<file path="src/rtl/rpfu_pkg.sv">
// shared types, codes and channel decode function for the raw pixel format unpacker
package rpfu_pkg;

    // pixel format codes
    localparam logic [3:0] FMT_GRAY1    = 4'd0;
    localparam logic [3:0] FMT_GRAY2    = 4'd1;
    localparam logic [3:0] FMT_GRAY4    = 4'd2;
    localparam logic [3:0] FMT_GRAY8    = 4'd3;
    localparam logic [3:0] FMT_RGBX5551 = 4'd4;
    localparam logic [3:0] FMT_XRGB1555 = 4'd5;
    localparam logic [3:0] FMT_RGB565   = 4'd6;
    localparam logic [3:0] FMT_RGB888   = 4'd7;
    localparam logic [3:0] FMT_RGB5A3   = 4'd8;
    localparam logic [3:0] FMT_XRGB666  = 4'd9;
    localparam logic [3:0] FMT_XRGB8888 = 4'd10;
    localparam logic [3:0] FMT_ARGB8888 = 4'd11;
    localparam logic [3:0] FMT_RGBX8888 = 4'd12;
    localparam logic [3:0] FMT_RGBA8888 = 4'd13;

    // configuration register indexes
    localparam logic [1:0] CFG_PIXEL_FORMAT  = 2'd0;
    localparam logic [1:0] CFG_LITTLE_ENDIAN = 2'd1;
    localparam logic [1:0] CFG_SKIP_BYTES    = 2'd2;

    localparam int QUEUE_DEPTH = 2;
    localparam int QPTR_W      = $clog2(QUEUE_DEPTH);
    localparam int QCNT_W      = $clog2(QUEUE_DEPTH + 1);

    // one unit of work handed from front to back
    typedef struct packed {
        logic [3:0]  fmt;
        logic [31:0] word;   // gray: byte in [7:0]; wide: assembled pixel
    } t_job;

    // returns {alpha, blue, green, red}
    function automatic logic [31:0] decode_wide(input logic [3:0] f, input logic [31:0] p);
        logic [31:0] r;
        logic [31:0] g;
        logic [31:0] b;
        logic [31:0] a;
        a = 32'h0000_00FF;
        case (f)
            FMT_RGBX5551: begin
                r = ((p >> 8) & 32'hF8) | ((p >> 13) & 32'h07);
                g = ((p >> 3) & 32'hF8) | ((p >> 8) & 32'h07);
                b = ((p << 2) & 32'hF8) | ((p >> 3) & 32'h07);
            end
            FMT_RGB565: begin
                r = ((p >> 8) & 32'hF8) | ((p >> 13) & 32'h07);
                g = ((p >> 3) & 32'hFC) | ((p >> 9) & 32'h03);
                b = ((p << 3) & 32'hF8) | ((p >> 2) & 32'h07);
            end
            FMT_XRGB1555, FMT_RGB5A3: begin
                if (f == FMT_RGB5A3 && p[15]) begin
                    r = ((p >> 4) & 32'hF0) | ((p >> 8) & 32'h0F);
                    g = (p & 32'hF0) | ((p >> 4) & 32'h0F);
                    b = ((p << 4) & 32'hF0) | (p & 32'h0F);
                    a = ((p >> 7) & 32'hE0) | ((p >> 10) & 32'h1C) | ((p >> 13) & 32'h03);
                end else begin
                    r = ((p >> 7) & 32'hF8) | ((p >> 12) & 32'h07);
                    g = ((p >> 2) & 32'hF8) | ((p >> 7) & 32'h07);
                    b = ((p << 3) & 32'hF8) | ((p >> 2) & 32'h07);
                end
            end
            FMT_XRGB666: begin
                r = ((p >> 10) & 32'hFC) | ((p >> 16) & 32'h03);
                g = ((p >> 4) & 32'hFC) | ((p >> 10) & 32'h03);
                b = ((p << 2) & 32'hFC) | ((p >> 4) & 32'h03);
            end
            FMT_RGB888, FMT_XRGB8888: begin
                r = p >> 16;
                g = p >> 8;
                b = p;
            end
            FMT_ARGB8888: begin
                r = p >> 16;
                g = p >> 8;
                b = p;
                a = p >> 24;
            end
            FMT_RGBX8888: begin
                r = p >> 24;
                g = p >> 16;
                b = p >> 8;
            end
            default: begin
                r = p >> 24;
                g = p >> 16;
                b = p >> 8;
                a = p;
            end
        endcase
        return {a[7:0], b[7:0], g[7:0], r[7:0]};
    endfunction

endpackage

</file>
<file path="src/rtl/rpfu_front.sv">
// front end: header skip, byte gathering, endian fix-up and job issue
module rpfu_front
    import rpfu_pkg::*;
(
    input  logic        i_clk,
    input  logic        i_rst_n,
    input  logic        i_accept,
    input  logic [7:0]  i_data_byte,
    input  logic        i_stream_start,
    input  logic [3:0]  i_pixel_format,
    input  logic        i_little_endian,
    input  logic [15:0] i_skip_bytes,
    output logic        o_push,
    output t_job        o_job
);

    logic [15:0] r_skip_left;
    logic [15:0] n_skip_left;
    logic [23:0] r_gathered;
    logic [23:0] n_gathered;
    logic [1:0]  r_count;
    logic [1:0]  n_count;

    logic [15:0] skip_eff;
    logic [23:0] g_eff;
    logic [1:0]  cnt_eff;
    logic [2:0]  need;
    logic [31:0] be_word;
    logic [31:0] le_word;

    always_comb begin
        case (i_pixel_format)
            FMT_GRAY1, FMT_GRAY2, FMT_GRAY4, FMT_GRAY8: need = 3'd1;
            FMT_RGB888:                                  need = 3'd3;
            FMT_RGBX5551, FMT_XRGB1555, FMT_RGB565, FMT_RGB5A3: need = 3'd2;
            default:                                     need = 3'd4;
        endcase
    end

    always_comb begin
        skip_eff = i_stream_start ? i_skip_bytes : r_skip_left;
        g_eff    = i_stream_start ? 24'd0 : r_gathered;
        cnt_eff  = i_stream_start ? 2'd0 : r_count;

        case (need)
            3'd2: begin
                be_word = {16'd0, g_eff[7:0], i_data_byte};
                le_word = {16'd0, i_data_byte, g_eff[7:0]};
            end
            3'd3: begin
                be_word = {8'd0, g_eff[15:0], i_data_byte};
                le_word = {8'd0, i_data_byte, g_eff[7:0], g_eff[15:8]};
            end
            default: begin
                be_word = {g_eff, i_data_byte};
                le_word = {i_data_byte, g_eff[7:0], g_eff[15:8], g_eff[23:16]};
            end
        endcase

        n_skip_left = skip_eff;
        n_gathered  = g_eff;
        n_count     = cnt_eff;
        o_push      = 1'b0;
        o_job.fmt   = i_pixel_format;
        o_job.word  = {24'd0, i_data_byte};

        if (skip_eff != 16'd0) begin
            n_skip_left = skip_eff - 16'd1;
        end else if (i_pixel_format > FMT_RGBA8888) begin
            n_gathered = 24'd0;
            n_count    = 2'd0;
        end else if (need == 3'd1) begin
            n_gathered = 24'd0;
            n_count    = 2'd0;
            o_push     = i_accept;
        end else if ({1'b0, cnt_eff} + 3'd1 < need) begin
            n_gathered = {g_eff[15:0], i_data_byte};
            n_count    = cnt_eff + 2'd1;
        end else begin
            n_gathered = 24'd0;
            n_count    = 2'd0;
            o_push     = i_accept;
            o_job.word = i_little_endian ? le_word : be_word;
        end
    end

    always_ff @(posedge i_clk) begin
        if (!i_rst_n) begin
            r_skip_left <= 16'd0;
            r_gathered  <= 24'd0;
            r_count     <= 2'd0;
        end else if (i_accept) begin
            r_skip_left <= n_skip_left;
            r_gathered  <= n_gathered;
            r_count     <= n_count;
        end
    end

endmodule

</file>
<file path="src/rtl/rpfu_queue.sv">
// short job queue between front and back
module rpfu_queue
    import rpfu_pkg::*;
(
    input  logic i_clk,
    input  logic i_rst_n,
    input  logic i_push,
    input  t_job i_job,
    output logic o_full,
    output logic o_valid,
    output t_job o_job,
    input  logic i_pop
);

    t_job              r_entry [QUEUE_DEPTH];
    logic [QPTR_W-1:0] r_wr_ptr;
    logic [QPTR_W-1:0] r_rd_ptr;
    logic [QCNT_W-1:0] r_count;

    assign o_full  = (r_count == QCNT_W'(QUEUE_DEPTH));
    assign o_valid = (r_count != '0);
    assign o_job   = r_entry[r_rd_ptr];

    always_ff @(posedge i_clk) begin
        if (i_push) begin
            r_entry[r_wr_ptr] <= i_job;
        end
    end

    always_ff @(posedge i_clk) begin
        if (!i_rst_n) begin
            r_wr_ptr <= '0;
            r_rd_ptr <= '0;
            r_count  <= '0;
        end else begin
            if (i_push) begin
                r_wr_ptr <= (r_wr_ptr == QPTR_W'(QUEUE_DEPTH - 1)) ? '0 : r_wr_ptr + 1'b1;
            end
            if (i_pop) begin
                r_rd_ptr <= (r_rd_ptr == QPTR_W'(QUEUE_DEPTH - 1)) ? '0 : r_rd_ptr + 1'b1;
            end
            case ({i_push, i_pop})
                2'b10:   r_count <= r_count + 1'b1;
                2'b01:   r_count <= r_count - 1'b1;
                default: r_count <= r_count;
            endcase
        end
    end

endmodule

</file>
<file path="src/rtl/rpfu_back.sv">
// back end: gray pixel expansion, wide pixel decode and output register
module rpfu_back
    import rpfu_pkg::*;
(
    input  logic        i_clk,
    input  logic        i_rst_n,
    input  logic        i_valid,
    input  t_job        i_job,
    output logic        o_pop,
    output logic        o_tvalid,
    input  logic        i_tready,
    output logic [31:0] o_tdata,
    output logic        o_tlast
);

    logic [2:0]  r_idx;
    logic        r_out_valid;
    logic [31:0] r_out_data;
    logic        r_out_last;

    logic        load;
    logic [2:0]  last_idx;
    logic [2:0]  shamt;
    logic [7:0]  sh;
    logic [7:0]  v;
    logic [31:0] pix;

    always_comb begin
        case (i_job.fmt)
            FMT_GRAY1: begin
                last_idx = 3'd7;
                shamt    = r_idx;
            end
            FMT_GRAY2: begin
                last_idx = 3'd3;
                shamt    = {r_idx[1:0], 1'b0};
            end
            FMT_GRAY4: begin
                last_idx = 3'd1;
                shamt    = {r_idx[0], 2'b00};
            end
            default: begin
                last_idx = 3'd0;
                shamt    = 3'd0;
            end
        endcase
        sh = i_job.word[7:0] << shamt;

        // gray1 is inverted: a set bit is black
        case (i_job.fmt)
            FMT_GRAY1: v = sh[7] ? 8'h00 : 8'hFF;
            FMT_GRAY2: v = {4{sh[7:6]}};
            FMT_GRAY4: v = {2{sh[7:4]}};
            default:   v = i_job.word[7:0];
        endcase

        if (i_job.fmt <= FMT_GRAY8) begin
            pix = {8'hFF, v, v, v};
        end else begin
            pix = decode_wide(i_job.fmt, i_job.word);
        end
    end

    assign load     = i_valid && (!r_out_valid || i_tready);
    assign o_pop    = load && (r_idx == last_idx);
    assign o_tvalid = r_out_valid;
    assign o_tdata  = r_out_data;
    assign o_tlast  = r_out_last;

    always_ff @(posedge i_clk) begin
        if (load) begin
            r_out_data <= pix;
            r_out_last <= (r_idx == last_idx);
        end
    end

    always_ff @(posedge i_clk) begin
        if (!i_rst_n) begin
            r_idx       <= 3'd0;
            r_out_valid <= 1'b0;
        end else begin
            if (load) begin
                r_idx <= (r_idx == last_idx) ? 3'd0 : r_idx + 3'd1;
            end
            if (load) begin
                r_out_valid <= 1'b1;
            end else if (i_tready) begin
                r_out_valid <= 1'b0;
            end
        end
    end

endmodule

</file>
<file path="src/rtl/raw_pixel_format_unpacker.sv">
// top level of the raw pixel format unpacker: config registers, front, queue and back
// Takes one raw byte per transaction and delivers RGBA8888 pixels. Gray8 and the wide
// formats sustain one byte per cycle while the receiver does not stall (a wide pixel
// comes out on the transaction that completes it); gray4, gray2 and gray1 bytes each
// yield 2, 4 and 8 pixels, stepped out by the back-end pixel counter, and the two-entry
// job queue back-pressures the input while they drain. Skipped header bytes and bytes
// that only gather part of a pixel are taken with no pixel out. A completing byte
// reaches its first pixel through the queue entry and then the output register.
// Configuration may only be changed while no pixels are outstanding.
module raw_pixel_format_unpacker
    import rpfu_pkg::*;
(
    input  logic        i_clk,
    input  logic        i_rst_n,
    input  logic        i_cfg_we,
    input  logic [1:0]  i_cfg_index,
    input  logic [15:0] i_cfg_data,
    input  logic        s_axis_tvalid,
    output logic        s_axis_tready,
    input  logic [7:0]  s_axis_tdata,    // [7:0] data_byte
    input  logic        s_axis_tuser,    // [0] stream_start
    output logic        m_axis_tvalid,
    input  logic        m_axis_tready,
    output logic [31:0] m_axis_tdata,    // [7:0] red, [15:8] green, [23:16] blue, [31:24] alpha
    output logic        m_axis_tlast     // last_of_run
);

    logic [3:0]  r_pixel_format;
    logic        r_little_endian;
    logic [15:0] r_skip_bytes;

    logic accept;
    logic push;
    logic full;
    logic q_valid;
    logic pop;
    t_job front_job;
    t_job head_job;

    always_ff @(posedge i_clk) begin
        if (!i_rst_n) begin
            r_pixel_format  <= FMT_GRAY1;
            r_little_endian <= 1'b0;
            r_skip_bytes    <= 16'd0;
        end else if (i_cfg_we) begin
            case (i_cfg_index)
                CFG_PIXEL_FORMAT:  r_pixel_format  <= i_cfg_data[3:0];
                CFG_LITTLE_ENDIAN: r_little_endian <= i_cfg_data[0];
                CFG_SKIP_BYTES:    r_skip_bytes    <= i_cfg_data;
                default:           ;
            endcase
        end
    end

    assign s_axis_tready = !full;
    assign accept        = s_axis_tvalid && !full;

    rpfu_front u_front (
        .i_clk           (i_clk),
        .i_rst_n         (i_rst_n),
        .i_accept        (accept),
        .i_data_byte     (s_axis_tdata),
        .i_stream_start  (s_axis_tuser),
        .i_pixel_format  (r_pixel_format),
        .i_little_endian (r_little_endian),
        .i_skip_bytes    (r_skip_bytes),
        .o_push          (push),
        .o_job           (front_job)
    );

    rpfu_queue u_queue (
        .i_clk   (i_clk),
        .i_rst_n (i_rst_n),
        .i_push  (push),
        .i_job   (front_job),
        .o_full  (full),
        .o_valid (q_valid),
        .o_job   (head_job),
        .i_pop   (pop)
    );

    rpfu_back u_back (
        .i_clk    (i_clk),
        .i_rst_n  (i_rst_n),
        .i_valid  (q_valid),
        .i_job    (head_job),
        .o_pop    (pop),
        .o_tvalid (m_axis_tvalid),
        .i_tready (m_axis_tready),
        .o_tdata  (m_axis_tdata),
        .o_tlast  (m_axis_tlast)
    );

endmodule

</file>
<file path="config.mk">
export PLATFORM = sky130hd
export DESIGN_NAME = raw_pixel_format_unpacker
export DESIGN_NICKNAME = d
export VERILOG_FILES = /design/src/rtl/rpfu_pkg.sv /design/src/rtl/rpfu_front.sv /design/src/rtl/rpfu_queue.sv /design/src/rtl/rpfu_back.sv /design/src/rtl/raw_pixel_format_unpacker.sv
export SDC_FILE = /design/constraint.sdc
export NUM_CORES = 1
export LEC_CHECK = 0
export ABC_AREA = 0
export BUFFER_PORTS_ARGS = -buffer_cell sky130_fd_sc_hd__buf_2
export CORE_ASPECT_RATIO = 1.75
export CORE_MARGIN = 10
export CORE_UTILIZATION = 25
export DETAILED_ROUTE_END_ITERATION = 8
export GPL_TIMING_DRIVEN = 0
export PLACE_DENSITY = 0.5
export SLEW_MARGIN = 20
export SYNTH_ARGS = -nofsm -noshare
export SYNTH_HDL_FRONTEND = slang
export SYNTH_HIERARCHICAL = 1
export SYNTH_SLANG_ARGS = --single-unit
</file>
<file path="constraint.sdc">
create_clock -name i_clk -period 5.7 [get_ports i_clk]
set_input_delay 0.57 -clock i_clk [delete_from_list [all_inputs] [get_ports i_clk]]
set_output_delay 0.57 -clock i_clk [all_outputs]
set_load 0.005 [all_outputs]
</file>
==> results.txt <==
Status: complete, no violations
TritonCTS Sinks: 177
FF+latch count, synth: 177
Psw: 0.001305 W
Port buffer count: 66
Drt total wl: 36020 um
Die area: 49800 um2
Number of antenna repair diodes: 0
Synth Cell Area: 10250 um2
Worst Skew: 0.01543 ns
Top cell type's share of synthesized area: 30.77%
Crit Path Category: in2reg
Post-synth cell types: 97
Grt total ovfl: 0
Deepest clock path buffer count: 2
Most common cell after layout, fill and taps aside: edfxtp_1
Average wire per standard cell: 21.55 um
Boundary Pins: 67
DRC errors left: 0
Critical path fanouts, max: 10
FP Rows: 98
Worst-Skew Late Latency: 0.46 ns
CTS Root Cell: clkbuf_16
Total of max-cap violations: 0
Global-route wire length before repair: 54500 um
Placed cell count: 1639
First-iteration detailed-routing DRC count: 593
Inserted Clock Buffers: 17
Die X: 173.0 um
Nets@finish: 1151
Fin crit share: 93.73%
Critical path arrival: 5.74 ns
Worst EP required: 6.10 ns
Clock network power share: 32.5%
Slew Viols, Final: 0
Yosys top cell by area: edfxtp_1
DRT Pass-1 Iters: 7
Register share of total power: 40.3%
Setup Fix Bufs, Post-CTS: 0
P_int: 0.002484 W
Vias/cell: 5.242
H-tree depth: 4
Synth Net Count: 1064
CP Capture Type: flop
Actual slew at the worst max-slew pin: 1.118 ns
Die Ht: 287.8 um
Post-route antenna net violation count: 0
Sequential fraction of the synthesis area: 44.84%
Vias in the first global route: 8977
Worst min-delay path category: in2reg
Post-DP Area: 11320 um2
Power per cell area: 317.2 nW/um2
Gpl congestion: 0.9697
Fin Setup TNS: 0 ns
Synthesis-to-layout area growth: 16.58%
Synth area leaders: edfxtp_1 (31%), dfxtp_1 (14%), mux2_2 (4.5%), mux2i_1 (4.4%), nor2_1 (3.5%)
TritonCTS clock tree: done
Maximum vdd drop: 0.0002022 V
Fin. Hold Viols: 0
Register clock-pin slew on the reported worst setup and hold paths: 0.08 ns
Pre-CTS setup slack: -0.5456 ns
Hold bufs inserted after CTS: 0
Design Area, Final: 11950 um2
F_max: 187.2 MHz
Global Route Usage Sum: 14.26%
Post-Syn Instances: 1021
Clock period minus worst slack: 5.343 ns
Switch share: 34.44%
Post-synth ARST share: 0%
Initial Utilization: 25.17%
Setup ws final: 0.3574 ns
Via count: 8760
Setup-failing EPs final: 0
Total power: 0.003789 W
Final Non-Filler Cells: 1671
HPWL after DPL: 28280 um
Core area: 40710 um2
Share of cells above drive strength 1: 19.36%
Leakage: 4.136 nW
Startpoint types: input port
Largest net degree at the start of global routing: 37
Yosys warns: 6
Post-Syn Area per Cell: 10.04 um2
Most frequent cells in the layout: edfxtp_1 (105), nor2_1 (94), nand2_1 (93), buf_2 (88), dfxtp_1 (72)
Comb power frac: 27.2%
Primary FF master, synth: edfxtp_1
RSZ-0062 raised after global routing: false
Post-synth EDFFs: 105
Initial antenna violation count: 3
Slew margin rel.: 25.25%
## synth_stat cells, types with 10 or more instances
cell type	n
a21oi_1	38
a22o_1	17
buf_2	21
nor4_1	13
a31oi_1	12
nor2b_1	10
nor3_1	18
nand2_1	93
inv_1	21
clkbuf_1	43
mux2i_1	45
o21ai_0	39
a22oi_1	34
buf_4	11
ha_1	11
o211ai_1	12
nor3b_1	22
mux2_2	41
a211oi_1	13
nor2_1	95
edfxtp_1	105
nand3_1	26
dfxtp_1	72
## routing by layer
layer  routed length (um)  global-route usage (%)
met5                   45                       0
met4                 2701                   10.92
met3                 1586                   2.689
met2                20080                   28.17
met1                11600                   12.30
## critical path: stages
cell and delay [ns]:
buf_2 0.12, buf_2 0.24, buf_2 0.31, buf_2 0.35
clkbuf_1 0.50, clkbuf_2 0.40, buf_2 0.42, nor2b_1 0.09
ha_1 0.33, ha_1 0.20, or4b_1 0.47, a211oi_1 0.30
o22ai_1 0.25, nor3b_1 0.23, inv_1 0.17, ha_1 0.28
or3_1 0.36, a21boi_1 0.13
## final timing paths
check / slack (ns) / endpoint / start / cells past startpoint
setup / recovery: 0.36 / u_queue/r_count[1] / s_axis_tuser / 18
hold / removal: 0.36 / r_skip_bytes[14] / i_cfg_data[14] / 3
setup reg to reg: 1.43 / u_queue/r_count[1] / flop / 13
hold reg to reg: 0.50 / u_back/o_tvalid / u_back/o_tvalid / 2
## power by group through the flow
stage / sequential (W) / clock [W] / combinational [W]
after floorplan: 0.00156 / 0 / 0.000655
after global placement: 0.00156 / 0 / 0.00101
after detailed placement: 0.00156 / 0 / 0.00102
after CTS: 0.00153 / 0.00127 / 0.00102
after global routing: 0.00154 / 0.00132 / 0.00112
final: 0.00153 / 0.00123 / 0.00103
## cell families (layout without fill, tap and decap cells)
| logic type | count (synthesis) | after routing | share of synthesized area, % |
|---|---|---|---|
| AOI/OAI and AO/OA | 267 | 267 | 19.44 |
| xor gates and xnor gates | 11 | 11 | 0.9403 |
| adders and majority gates | 11 | 11 | 1.343 |
| buffers and inverters | 105 | 205 | 4.885 |
| DFF | 177 | 177 | 44.84 |
| muxes | 95 | 95 | 10.33 |
| and+or+nand+nor | 355 | 355 | 18.22 |
## state kept, by name, summed over array words and instances, names as in the netlist, named ones only
signal and cells:
r_little_endian 1, r_skip_bytes 16, u_back/o_tlast 1, u_back/r_idx 3, u_front/r_count 2, u_queue/r_rd_ptr 1
u_back/o_tdata 32, r_pixel_format 4, u_front/r_gathered 24, u_queue/r_count 2, u_back/o_tvalid 1, u_queue/r_entry 72
u_queue/r_wr_ptr 1, u_front/r_skip_left 16
## layout make-up
cell class                 instances  area (um2)
buffer                            84       424.2
clock buffer                      17       425.4
clock inverter                    15       197.7
fill                            4366       28760
inverter                          21       78.83
multi-input combinational        739        5166
sequential                       177        4594
tap                              550       688.2
timing repair buffer              68       370.4
## metrics by stage
stage	util (%)	hold slack, ns
finish	29.34	0.3552
global route	29.34	0.3473
CTS	29.34	0.3363
detailed placement	27.81	0.4892
global placement	27.67	0.4760
floorplan	-	0.4373
## what timing repair did
action                                  in CTS  in global routing
endpoints found under the setup margin      23                 23
gates cloned                                 0                  0
resized for setup                            1                  2
Power figures use the tool's default switching activity.
